<file path="config.mk">
export PLATFORM = sky130hd
export DESIGN_NAME = fgde_cell
export DESIGN_NICKNAME = d
export VERILOG_FILES = /design/src/rtl/core/fgde_pkg.sv /design/src/rtl/core/fgde_cell.sv
export SDC_FILE = /design/constraint.sdc
export NUM_CORES = 1
export LEC_CHECK = 0
export BUFFER_PORTS_ARGS = -buffer_cell sky130_fd_sc_hd__buf_2
export CAP_MARGIN = 25
export CORE_MARGIN = 5
export CORE_UTILIZATION = 42
export DETAILED_ROUTE_END_ITERATION = 10
export PLACE_DENSITY = 0.78
export SYNTH_ARGS = -nofsm -noshare
export SYNTH_HDL_FRONTEND = slang
export SYNTH_SLANG_ARGS = --single-unit
</file>
<file path="constraint.sdc">
create_clock -name clk -period 1.3 [get_ports clk]
set_input_delay 0.195 -clock clk [delete_from_list [all_inputs] [get_ports clk]]
set_output_delay 0.195 -clock clk [all_outputs]
set_load 0.05 [all_outputs]
</file>
<file path="src/rtl/core/fgde_pkg.sv">
// Shared types and constants of the four-gram dictionary encoder.
package fgde_pkg;

    localparam int CHAR_W           = 7;
    localparam int SYM_W            = 8;
    localparam int IDX_W            = 7;
    localparam int GRAM_W           = 32;
    localparam int CFG_W            = 8;
    localparam int CNT_W            = 2;
    localparam int WIN_DEPTH        = 4;
    localparam int DICT_ENTRIES_DEF = 128;

    // request codes
    localparam logic REQ_LOAD = 1'b0;
    localparam logic REQ_DATA = 1'b1;

    // top bit of a code symbol
    localparam logic SYM_CODE = 1'b1;
    localparam logic SYM_RAW  = 1'b0;

    typedef struct packed {
        logic              req_type;
        logic [IDX_W-1:0]  entry_index;
        logic [GRAM_W-1:0] entry_gram;
        logic [CHAR_W-1:0] data_byte;
        logic              last_byte;
    } fgde_in_t;

    typedef struct packed {
        logic [SYM_W-1:0] symbol;
        logic             last_symbol;
    } fgde_out_t;

    // dictionary write bus, seen by every cell
    typedef struct packed {
        logic              en;
        logic [IDX_W-1:0]  idx;
        logic [GRAM_W-1:0] gram;
    } fgde_wr_t;

    // search token moving down the chain
    typedef struct packed {
        logic              valid;
        logic              hit;
        logic [IDX_W-1:0]  idx;
        logic [GRAM_W-1:0] key;
    } fgde_token_t;

    typedef enum logic [1:0] {
        ST_IDLE,
        ST_SEARCH,
        ST_DECIDE,
        ST_EMIT
    } fgde_state_t;

endpackage

</file>
<file path="src/rtl/core/fgde_cell.sv">
// One dictionary cell: holds a gram, checks the passing token, hands it on.
module fgde_cell
    import fgde_pkg::*;
#(
    parameter int CELL_IDX = 0
)
(
    input  logic              clk,
    input  logic              rst_n,
    input  fgde_wr_t          wr,
    input  logic [CFG_W-1:0]  entries_in_use,
    input  fgde_token_t       tok_in,
    output fgde_token_t       tok_out
);

    localparam logic [IDX_W-1:0] MY_IDX = IDX_W'(CELL_IDX);
    localparam logic [CFG_W-1:0] MY_NUM = CFG_W'(CELL_IDX);

    logic [GRAM_W-1:0] gram_reg;
    logic              valid_reg;
    logic              hit_reg;
    logic [IDX_W-1:0]  idx_reg;
    logic [GRAM_W-1:0] key_reg;

    logic              enabled;
    logic              match;

    assign enabled = (MY_NUM < entries_in_use);
    assign match   = enabled && (gram_reg == tok_in.key);

    always_ff @(posedge clk)
    begin
        if (wr.en && (wr.idx == MY_IDX))
        begin
            gram_reg <= wr.gram;
        end
    end

    always_ff @(posedge clk or negedge rst_n)
    begin
        if (!rst_n)
        begin
            valid_reg <= 1'b0;
        end
        else
        begin
            valid_reg <= tok_in.valid;
        end
    end

    // lowest index wins: an earlier hit is never replaced
    always_ff @(posedge clk)
    begin
        key_reg <= tok_in.key;
        hit_reg <= tok_in.hit || match;
        idx_reg <= tok_in.hit ? tok_in.idx : MY_IDX;
    end

    assign tok_out = '{valid: valid_reg, hit: hit_reg, idx: idx_reg, key: key_reg};

endmodule

</file>
==> results.yml <==
placement:
  place_inst: 332
  place_hpwl_um: 3896
  io_buffer_count: 131
  place_worst_setup_slack_ns: -0.03944
  routabilityCongestion: 0.8025
logic_synthesis:
  synth.cell_area_mm2: 0.002233
  synth-seq-cells: 73
  ys_warn_count: 0
  syn-num-nets: 222
  yosysSeqAreaShare: 0.8000
  yosysUniqueCellTypes: 13
  syn-instance-count: 131
  post_synth.cell_area_avg_um2: 17.05
finish:
  finalNetCount: 396
  drive_gt1_frac: 0.4903
  layout_cells_excl_fill: 380
  syn2layout_area_growth_pct: 61.40
  antenna_cells: 0
sta:
  timing.final.setup_violations: 0
  finalWorstSetupSlack_ns: 0.02187
  clock-skew-final_ns: 0.003792
  grt_setup_unrepaired: "yes"
  setup_total_negative_slack_ns: 0
  final_hold_viol_count: 0
  final-max-slew-violation-count: 0
  worst-slew-pin-transition_ns: 0.3441
  period_needed_ns: 1.278
  worst_hold_slack_ns: 0.03810
  final_min_period_over_clock_period: 0.9832
  fmax_ghz: 0.7824
  relSlewSlack: 0.7685
worst_setup_path:
  timing.critical_path.arrival_ns: 1.55
  worst_r2r_startpoint: "gram_reg[18]"
  cp_slowest_stage_delay_ns: 0.53
  reg2reg_depth: 4
  crit_family: "buffers and inverters"
  crit_path_max_fanout: 2
  worstSetupStartpointType: "input port"
  rrSetupSlack_ns: 0.09
  critical_path.endpoint_type: "flop"
  cp_slowest_cell: "sky130_fd_sc_hd__dlygate4sd3_1"
  path_cells: "dlygate4sd3_1, buf_2, xnor2_1, nand4_1, nor4_2, a31o_1"
  crit_buf_inv: 2
  reg2reg_to: "hit_reg"
  crit_type: "input port to flop"
  worst_ep_required_time_ns: 1.57
hold_path:
  hold_end: "gram_reg[24]"
  hp_class: "input port to flop"
  holdPathStages: 1
  hold_start: "wr[24]"
global_route:
  grt.total_usage: 0.1701
  global_route_wire_length_before_repair_um: 8949
  aggregate_global_routing_overflow: 0
  grt_start_max_net_pins: 18
  grt_pass1_vias: 1871
  antenna_violations_before_repair: 0
power_and_ir_drop:
  finalPower_mw: 5.191
  netSwitchingPower_mw: 1.205
  power.sequential.fraction: 0.477
  power_frac_clock: 0.404
  static-leakage-power_nw: 1.536
  power_density_mw_per_mm2: 1440
  worst_ir_drop_vdd_v: 0.0009445
  p_int_mw: 3.986
  power.share.switching: 0.2322
  comb_power_share: 0.119
clock_tree:
  cts_tree: "yes"
  htree_levels: 3
  worstSkewPairLatency_ns: 0.32
  ctsLongestPathBuffers: 2
  clkSinkCount: 73
  tritoncts.num_buffers: 9
  clock-root-buffer: "sky130_fd_sc_hd__clkbuf_8"
  clkTransAtPathRegs_ns: 0.08
run:
  max_cap_viol_count: 0
detailed_routing:
  drc: 0
  drt_first_iter_violations: 73
  detailed_routing_iteration_count_for_the_pre_antenna_repair_pass: 4
  ant_nets: 0
  routed_wire_length_per_instance_um: 14.82
  finalWirelength_um: 5631
  drt-vias-per-instance: 4.334
  routed-via-count: 1647
floorplan:
  core.rowCount: 26
  ios: 132
  initial_core_utilization: 0.4345
  die_width_um: 82.92
  chipHeight_um: 82.92
  die_area_mm2: 0.006876
  floorplan.core_area_mm2: 0.005140
run_status:
  run_status: "finished clean"
==> cell type report <==
cell class / count / area, µm²
tap: 70 / 87.58
clock buffer: 9 / 123.9
fill: 372 / 1535
sequential: 73 / 1787
clock inverter: 7 / 118.9
multi-input combinational: 56 / 461.7
timing repair buffer: 165 / 1026
==> cells by family after synthesis <==
group	count (synthesis)	share of synthesized area
DFF	73	0.8000
AOI/OAI and AO/OA	2	0.006161
and+or+nand+nor	22	0.06162
xor gates and xnor gates	32	0.1255
buffers and inverters	2	0.006721
==> power by group through the flow <==
stage	clock (mW)	sequential (mW)	combinational, mW
floorplan	0	2.76	0.0784
global placement	0	2.53	0.533
detailed placement	0	2.53	0.536
CTS	2.15	2.48	0.619
global route	2.26	2.48	0.659
finish	2.10	2.48	0.619
==> layer usage <==
| metal | part of all wire | GRT usage | wire (µm) |
|---|---|---|---|
| met1 | 0.34 | 0.1631 | 1902 |
| met3 | 0.075 | 0.05941 | 420 |
| met4 | 0.029 | 0.09807 | 166 |
| met2 | 0.56 | 0.3112 | 3141 |
| met5 | 0 | 0 | 0 |
==> worst max path at each step <==
stage	to	from	slack [ns]	cells after the start
2_1_floorplan	gram_reg[0]	wr[33]	0.001	2
3_3_place_gp	gram_reg[14]	wr[33]	-0.02	4
3_5_place_dp	gram_reg[21]	wr[33]	-0.04	4
4_1_cts	hit_reg	tok_in[26]	0.007	6
5_1_grt	hit_reg	tok_in[25]	-0.06	6
6_report	hit_reg	tok_in[15]	0.02	6
==> cells in the final DEF, fill, tap and decap left out, drive strengths merged <==
cell type	Yosys	routed
and4b	1	1
a31o	1	1
clkinvlp	0	2
nor4	4	4
dfrtp	1	1
buf	2	131
edfxtp	32	32
clkbuf	0	9
bufinv	0	3
dlygate4sd3	0	34
nand4	8	8
clkinv	0	2
and2	7	7
xnor2	32	32
nor2	1	1
dfxtp	40	40
nor3	1	1
a21oi	1	1
==> Yosys cell counts, drive strengths merged <==
cell,number,area (µm²)
a21oi,1,5.000
nor3,1,5.000
nand4,8,50.05
a31o,1,8.760
xnor2,32,280.3
buf,2,15.01
and4b,1,10.01
edfxtp,32,960.9
nor2,1,3.750
and2,7,43.79
nor4,4,25.02
dfxtp,40,800.8
dfrtp,1,25.02
==> metrics by stage <==
stage / area [µm²] / utilization
2_1_floorplan: 2237 / -
3_3_place_gp: 3005 / 0.5847
3_5_place_dp: 3005 / 0.5847
4_1_cts: 3588 / 0.6982
5_1_grt: 3605 / 0.7013
6_report: 3605 / 0.7013
==> what timing repair did <==
action	in CTS	in global routing
setup endpoints to repair	0	1
hold endpoints to repair	34	0
setup buffers	0	0
gates resized for setup	0	4
hold buffers	34	0
No activity file was read; power rests on OpenSTA's default activity.
