--- src/rtl/core/fgde_pkg.sv ---
// Shared types and constants of the four-gram dictionary encoder.
package fgde_pkg;

    localparam int CHAR_W           = 7;
    localparam int SYM_W            = 8;
    localparam int IDX_W            = 7;
    localparam int GRAM_W           = 32;
    localparam int CFG_W            = 8;
    localparam int CNT_W            = 2;
    localparam int WIN_DEPTH        = 4;
    localparam int DICT_ENTRIES_DEF = 128;

    // request codes
    localparam logic REQ_LOAD = 1'b0;
    localparam logic REQ_DATA = 1'b1;

    // top bit of a code symbol
    localparam logic SYM_CODE = 1'b1;
    localparam logic SYM_RAW  = 1'b0;

    typedef struct packed {
        logic              req_type;
        logic [IDX_W-1:0]  entry_index;
        logic [GRAM_W-1:0] entry_gram;
        logic [CHAR_W-1:0] data_byte;
        logic              last_byte;
    } fgde_in_t;

    typedef struct packed {
        logic [SYM_W-1:0] symbol;
        logic             last_symbol;
    } fgde_out_t;

    // dictionary write bus, seen by every cell
    typedef struct packed {
        logic              en;
        logic [IDX_W-1:0]  idx;
        logic [GRAM_W-1:0] gram;
    } fgde_wr_t;

    // search token moving down the chain
    typedef struct packed {
        logic              valid;
        logic              hit;
        logic [IDX_W-1:0]  idx;
        logic [GRAM_W-1:0] key;
    } fgde_token_t;

    typedef enum logic [1:0] {
        ST_IDLE,
        ST_SEARCH,
        ST_DECIDE,
        ST_EMIT
    } fgde_state_t;

endpackage

--- src/rtl/core/fgde_ctrl.sv ---
// Window, flush sequencing and output register of the encoder.
module fgde_ctrl
    import fgde_pkg::*;
(
    input  logic        clk,
    input  logic        rst_n,
    input  logic        in_valid,
    output logic        in_ready,
    input  fgde_in_t    in_data,
    output logic        out_valid,
    input  logic        out_ready,
    output fgde_out_t   out_data,
    output fgde_wr_t    wr,
    output fgde_token_t launch,
    input  fgde_token_t done
);

    fgde_state_t       state_reg, state_next;
    logic [CHAR_W-1:0] win_reg  [WIN_DEPTH];
    logic [CHAR_W-1:0] win_next [WIN_DEPTH];
    logic [CNT_W-1:0]  cnt_reg, cnt_next;
    logic [CNT_W-1:0]  nm1_reg, nm1_next;
    logic [CNT_W-1:0]  pos_reg, pos_next;
    logic              last_reg, last_next;
    logic              hit_reg, hit_next;
    logic [IDX_W-1:0]  code_reg, code_next;
    logic              out_valid_reg, out_valid_next;
    fgde_out_t         out_reg, out_next;

    logic in_fire;
    logic is_data;
    logic full;
    logic out_free;
    logic push;

    assign in_fire  = in_valid && in_ready;
    assign is_data  = (in_data.req_type == REQ_DATA);
    assign full     = (cnt_reg == CNT_W'(WIN_DEPTH - 1));
    assign out_free = !out_valid_reg || out_ready;

    // next state
    always_comb
    begin
        state_next = state_reg;
        unique case (state_reg)
            ST_IDLE:
            begin
                if (in_fire && is_data)
                begin
                    if (full)
                        state_next = ST_SEARCH;
                    else if (in_data.last_byte)
                        state_next = ST_EMIT;
                end
            end
            ST_SEARCH:
            begin
                if (done.valid)
                    state_next = ST_DECIDE;
            end
            ST_DECIDE:
            begin
                if (!hit_reg && last_reg)
                    state_next = ST_EMIT;
                else if (out_free)
                    state_next = ST_IDLE;
            end
            ST_EMIT:
            begin
                if (out_free && (pos_reg == nm1_reg))
                    state_next = ST_IDLE;
            end
            default:
            begin
                state_next = ST_IDLE;
            end
        endcase
    end

    // outputs of the state machine
    always_comb
    begin
        in_ready = 1'b0;
        push     = 1'b0;
        out_next = out_reg;
        unique case (state_reg)
            ST_IDLE:
            begin
                in_ready = 1'b1;
            end
            ST_SEARCH:
            begin
                push = 1'b0;
            end
            ST_DECIDE:
            begin
                if (hit_reg)
                begin
                    push     = out_free;
                    out_next = '{symbol: {SYM_CODE, code_reg}, last_symbol: last_reg};
                end
                else if (!last_reg)
                begin
                    push     = out_free;
                    out_next = '{symbol: {SYM_RAW, win_reg[0]}, last_symbol: 1'b0};
                end
            end
            ST_EMIT:
            begin
                push     = out_free;
                out_next = '{symbol: {SYM_RAW, win_reg[pos_reg]},
                             last_symbol: (pos_reg == nm1_reg)};
            end
            default:
            begin
                in_ready = 1'b0;
            end
        endcase
    end

    assign wr = '{en: in_fire && !is_data, idx: in_data.entry_index,
                  gram: in_data.entry_gram};

    assign launch = '{valid: in_fire && is_data && full, hit: 1'b0, idx: '0,
                      key: {SYM_RAW, in_data.data_byte, SYM_RAW, win_reg[2],
                            SYM_RAW, win_reg[1], SYM_RAW, win_reg[0]}};

    // window and bookkeeping
    always_comb
    begin
        win_next       = win_reg;
        cnt_next       = cnt_reg;
        nm1_next       = nm1_reg;
        pos_next       = pos_reg;
        last_next      = last_reg;
        hit_next       = hit_reg;
        code_next      = code_reg;
        out_valid_next = push ? 1'b1 : (out_ready ? 1'b0 : out_valid_reg);

        if (in_fire && is_data)
        begin
            win_next[cnt_reg] = in_data.data_byte;
            last_next         = in_data.last_byte;
            nm1_next          = cnt_reg;
            pos_next          = '0;
            if (full || in_data.last_byte)
                cnt_next = '0;
            else
                cnt_next = cnt_reg + CNT_W'(1);
        end

        if (state_reg == ST_SEARCH && done.valid)
        begin
            hit_next  = done.hit;
            code_next = done.idx;
        end

        // a miss mid-stream slides the window by one
        if (state_reg == ST_DECIDE && push && !hit_reg)
        begin
            win_next[0] = win_reg[1];
            win_next[1] = win_reg[2];
            win_next[2] = win_reg[3];
            cnt_next    = CNT_W'(WIN_DEPTH - 1);
        end

        if (state_reg == ST_EMIT && push)
            pos_next = pos_reg + CNT_W'(1);
    end

    always_ff @(posedge clk or negedge rst_n)
    begin
        if (!rst_n)
        begin
            state_reg     <= ST_IDLE;
            cnt_reg       <= '0;
            out_valid_reg <= 1'b0;
        end
        else
        begin
            state_reg     <= state_next;
            cnt_reg       <= cnt_next;
            out_valid_reg <= out_valid_next;
        end
    end

    always_ff @(posedge clk)
    begin
        win_reg  <= win_next;
        nm1_reg  <= nm1_next;
        pos_reg  <= pos_next;
        last_reg <= last_next;
        hit_reg  <= hit_next;
        code_reg <= code_next;
        if (push)
            out_reg <= out_next;
    end

    assign out_valid = out_valid_reg;
    assign out_data  = out_reg;

`ifndef SYNTHESIS
    a_done_in_search: assert property (@(posedge clk) disable iff (!rst_n)
        done.valid |-> (state_reg == ST_SEARCH))
        else $error("search token left the chain outside a search");

    a_last_leaves_idle: assert property (@(posedge clk) disable iff (!rst_n)
        (in_fire && is_data && in_data.last_byte) |=> (state_reg != ST_IDLE))
        else $error("final byte did not start a flush");

    a_emit_pos: assert property (@(posedge clk) disable iff (!rst_n)
        (state_reg == ST_EMIT) |-> (pos_reg <= nm1_reg))
        else $error("flush position ran past the window");

    a_no_launch_busy: assert property (@(posedge clk) disable iff (!rst_n)
        launch.valid |=> !in_ready)
        else $error("input taken while a search is in flight");
`endif

endmodule

--- config.mk ---
export PLATFORM = sky130hd
export DESIGN_NAME = fgde_ctrl
export DESIGN_NICKNAME = d
export VERILOG_FILES = /design/src/rtl/core/fgde_pkg.sv /design/src/rtl/core/fgde_ctrl.sv
export SDC_FILE = /design/constraint.sdc
export NUM_CORES = 1
export LEC_CHECK = 0
export BUFFER_PORTS_ARGS = -buffer_cell sky130_fd_sc_hd__buf_2
export CAP_MARGIN = 20
export CORE_UTILIZATION = 44
export CTS_CLUSTER_DIAMETER = 120
export DETAILED_ROUTE_END_ITERATION = 6
export GPL_ROUTABILITY_DRIVEN = 0
export PLACE_DENSITY = 0.88
export SLEW_MARGIN = 20
export SYNTH_ARGS = -nofsm -noshare
export SYNTH_HDL_FRONTEND = slang
export SYNTH_SLANG_ARGS = --single-unit
export TNS_END_PERCENT = 10
--- constraint.sdc ---
create_clock -name clk -period 2.2 [get_ports clk]
set_clock_uncertainty 0.1 [all_clocks]
set_input_delay 0.22 -clock clk [delete_from_list [all_inputs] [get_ports clk]]
set_output_delay 0.22 -clock clk [all_outputs]
set_load 0.02 [all_outputs]
==> metrics, run 1 <==
count of cell types in the netlist 36; Post-synth top flop edfxtp_1; final net count 358; post-synth top area share 47.8%; FMAX 499 MHz; Hold Crit Endpoint win_reg[2]; Initial Utilization 46.0%; clock root buffer clkbuf_8; DR DRC count 0; clk slew on worst S/H paths 0.09 ns; H-tree levels 2; clk buf depth 2; Worst R2R Setup Slack 0.21 ns; Critical Path RT 1.88 ns; initial DRC count 139; fraction of registers with async set/reset 9.09%; total grt overflow 0; Wirelength per Cell 15.1 um; Worst setup SP type flip-flop; Pleak 1.31 nW; clk_lat worst skew 0.31 ns; first-pass GRT wire length 8.24 mm; Die W 86.5 um; critical path endpoint category output pin; clock sinks 55; Hold Path Cell Cnt 1; Hold/Removal Path Class in -> reg; max-slew violation count 0; RSZ-0062 raised after global routing no; Slew HR 57.5%; Pre-Repair DR Iteration Count 4; Detail Route Antenna Nets 0; total track usage 14.8%; I/O pin cnt 185; maximum VDD drop 268 uV; synth top area cells edfxtp_1 48%, buf_4 19%, a22o_1 5.8%, mux4_2 5.0%, dfrtp_1 4.0%; Critical Path Fanout Max 9; Max-cap violations 0; CTS tree done; share of cells above drive strength 1 35.9%; status finished, final reports clean; CP arrival 1.68 ns; period utilization 91.1%; min cycle time layout 2.00 ns; Core Box Area 6830 um^2; CP Class reg -> out; # port buffers 62; Post-Syn Instances 250; Finish-stage setup viols 0; Via Count 1776; register bit count reported by yosys 55; Die Area 7490 um^2; max FFs per register 21; CP Launch Point state_reg[1]; register area share after synthesis 51.7%; Ys Warns 0; Crit Reg-Reg Startpoint state_reg[1]; FF-to-FF path depth 6; leading area contributor after synthesis edfxtp_1; drt total wl 5.42 mm; commonest cells in the synthesized netlist 81 x buf_4, 50 x edfxtp_1, 21 x a22o_1; EDFF count, synth 50; P&R area growth vs syn 2.47%; vias in the first global route 1675; largest net degree at the start of global routing 22; most numerous cell in the Yosys netlist buf_4; mean number of vias per cell 4.96; Hold Crit Start in_data[3]; Core Util, Final 47.2%; Final HPWL DP 4.14 mm; r2r endpoint launch[10]; Final TNS setup 0 ns; Num CTS Buffers 5; Mapped Area 3140 um^2; Post-Syn Area per Cell 12.6 um^2; Worst-Margin Slew 0.635 ns; Final Hold Vio Count 0; initial antenna violation count 0; ANT cells 0; power per cell area 1010 nW/um^2; # rows 30; height of the die 86.5 um
critical path, stage by stage (launching register included):
cell and delay [ns]:
dfrtp_1 0.39, buf_4 0.16, nor4bb_1 0.25, buf_4 0.17
and2_2 0.21, buf_2 0.19
layout make-up:
| type | count | area [um^2] |
|---|---|---|
| fillers | 587 | 3610 |
| flip-flops and latches | 55 | 1630 |
| multi-input cells | 110 | 873 |
| repair buffers | 84 | 498 |
| well taps | 96 | 120 |
| clock buffers | 6 | 72.6 |
| inverters | 5 | 18.8 |
| clock inverters | 2 | 12.5 |
what timing repair did:
item,4_1_cts,5_1_grt
setup buffers,0,3
gates resized for setup,0,1
endpoints found under the hold margin,13,0
setup endpoints to repair,0,1
hold buffers,9,0
metrics by stage:
stage,power (mW),area [um^2],hold slack [ns],worst slack [ns],instances
2_1_floorplan,2.59,3190,-0.176,0.288,261
3_3_place_gp,2.68,3020,-0.0576,0.233,338
3_5_place_dp,2.72,3020,-0.0550,0.211,338
4_1_cts,3.26,3190,0.0465,0.0217,355
5_1_grt,3.47,3220,0.0405,0.00331,358
6_report,3.26,3220,0.0483,0.196,358
worst max path at each step:
stage,slack [ns],depth (start not counted),end
2_1_floorplan,0.29,6,launch[16]
3_3_place_gp,0.23,2,out_data[6]
3_5_place_dp,0.21,2,out_data[6]
4_1_cts,0.02,5,launch[40]
5_1_grt,0.003,5,launch[40]
6_report,0.20,5,launch[40]
per-layer routing:
metal | vias up | global-route usage [%] | wire, um
met2 | 88 | 24.0 | 2680
met1 | 847 | 16.4 | 2090
met4 | 0 | 8.48 | 143
li1 | 827 | - | -
met3 | 14 | 6.00 | 501
met5 | - | 0 | 0
cells by family after synthesis:
kind of cell	count (synthesis)	synth area share [%]
compound gates	41	9.99
xor+xnor	3	0.836
fa+ha+maj	4	1.59
buf+inv	96	22.0
flops	55	51.7
mux	14	7.24
other cells	1	0.119
simple gates	36	6.49
report_power, final:
group          total (mW)  switching (mW)  internal [mW]
Sequential           1.60           0.162           1.43
Combinational        1.13           0.656          0.469
Clock               0.536           0.313          0.223
Total                3.26            1.13           2.13
placed cells by master (no fill, tap or decap), drive strengths merged, types with 3 or more instances in the layout:
cell / synthesis / layout
conb: 1 / 12
edfxtp: 50 / 50
a22o: 21 / 21
clkbuf: 2 / 6
and2: 5 / 5
inv: 5 / 5
ha: 4 / 4
nand2: 3 / 3
nor2: 12 / 12
a21oi: 8 / 8
dfrtp: 5 / 5
dlygate4sd3: 0 / 9
mux2i: 7 / 7
o31ai: 3 / 3
nand2b: 3 / 3
buf: 89 / 75
o21ai: 3 / 3
nor3: 3 / 3
or2: 3 / 3
mux4: 7 / 7
Note: power is estimated with default switching activity, not from simulation.
==> inputs of run 2 (changes only) <==
--- a/config.mk
+++ b/config.mk
@@ -11,6 +11,7 @@
 export CTS_CLUSTER_DIAMETER = 120
 export DETAILED_ROUTE_END_ITERATION = 6
 export GPL_ROUTABILITY_DRIVEN = 0
+export HOLD_SLACK_MARGIN = 0.08
 export PLACE_DENSITY = 0.88
 export SLEW_MARGIN = 20
 export SYNTH_ARGS = -nofsm -noshare
==> metrics, run 2 (synthesis gave the netlist of run 1 again) <==
status finished, final reports clean; final net count 366; share of cells above drive strength 1 34.8%; Detail Route Antenna Nets 0; FMAX 497 MHz; maximum VDD drop 269 uV; global routing's busiest layer met2; Slew HR 57.4%; largest net degree at the start of global routing 22; # rows 30; critical path endpoint category output pin; Pre-Repair DR Iteration Count 4; routing usage on met3 5.90%; total grt overflow 0; Worst-Margin Slew 0.635 ns; Critical Path RT 1.88 ns; Core Util, Final 48.3%; min cycle time layout 2.01 ns; RSZ-0062 raised after global routing no; total track usage 15.0%; Worst setup SP type flip-flop; FF/Latch Area 1630 um^2; P&R area growth vs syn 5.01%; mean number of vias per cell 4.98; hold_ws 0.124 ns; Via Count 1823; height of the die 86.5 um; ANT cells 0; Wirelength per Cell 15.0 um; met2 GRT Util 25.0%; Final Hold Vio Count 0; Finish-stage setup viols 0; clk slew on worst S/H paths 0.09 ns; first-pass GRT wire length 8.40 mm; most common cell after layout, fill and taps aside buf_2; Hold/Removal Path Class in -> reg; Pleak 1.34 nW; Num CTS Buffers 5; period utilization 91.5%; met1 usage 16.6%; drt total wl 5.49 mm; max FFs per register 21; # port buffers 62; Critical Path Fanout Max 9; Die W 86.5 um; vias in the first global route 1731; clk_lat worst skew 0.31 ns; Max-cap violations 0; Core Box Area 6830 um^2; multi-input combinational cell area 873 um^2; power per cell area 992 nW/um^2; H-tree levels 2; clock sinks 55; Final TNS setup 0 ns; CP arrival 1.69 ns; Die Area 7490 um^2; CTS tree done; Final HPWL DP 4.14 mm; clk buf depth 2; initial antenna violation count 0; placed instance count 338; clock root buffer clkbuf_8; CP Class reg -> out; I/O pin cnt 185; overall power 3.28 mW; initial DRC count 139; max-slew violation count 0; Fill cells 582; DR DRC count 0; final non-filler cell total 366; Initial Utilization 46.0%; most frequent cells in the layout 62 x buf_2, 50 x edfxtp_1, 21 x a22o_1
run 2: changes by cell type in the layout (fill, tap and decap cells not counted):
| cell | delta |
|---|---|
| dlygate4sd3_1 | +8 |
run 2: per-stage QoR:
step | area, um^2 | setup slack (ns)
after CTS | 3270 | 0.0217
after detailed placement | 3020 | 0.211
after global placement | 3020 | 0.233
after global routing | 3300 | 0.00348
after floorplan | 3190 | 0.288
final | 3300 | 0.186
run 2: final timing paths:
check                                   from      endpoint  slack (ns)  cells past startpoint
worst max register to register  state_reg[1]    launch[10]        0.21                      6
worst min register to register     out_valid     out_valid        0.47                      2
min in group asynchronous              rst_n     out_valid        0.14                      2
worst max-delay path            state_reg[1]    launch[40]        0.19                      5
max in group asynchronous              rst_n    cnt_reg[1]        1.72                      2
worst min-delay path                done[40]  state_reg[0]        0.12                      4
run 2: repair_timing:
action,CTS,global route
hold endpoints to repair,21,0
setup buffers,0,3
setup endpoints to repair,0,1
hold buffers,17,0
gates resized for setup,0,1
run 2: metal layers:
| metal | routed length [um] | vias up |
|---|---|---|
| li1 | - | 844 |
| met1 | 2160 | 878 |
| met2 | 2730 | 88 |
| met3 | 468 | 13 |
| met4 | 127 | 0 |
| met5 | 0 | - |
run 2: where the power goes:
part | switching [mW] | total, mW | internal (mW)
registers | 0.163 | 1.60 | 1.43
clock network | 0.314 | 0.537 | 0.223
logic | 0.663 | 1.14 | 0.479
total | 1.14 | 3.28 | 2.14
run 2: layout make-up:
class,count,share of cell area (%)
timing repair buffer,92,17.5
sequential,55,49.3
clock inverter,2,0.379
tap,96,3.64
clock buffer,6,2.20
multi-input combinational,110,26.4
inverter,5,0.568
run 2: worst max-delay path, stage by stage (launching register included):
cell and delay (ns):
dfrtp_1 0.40, buf_4 0.17, nor4bb_1 0.25, buf_4 0.17
and2_2 0.21, buf_2 0.19
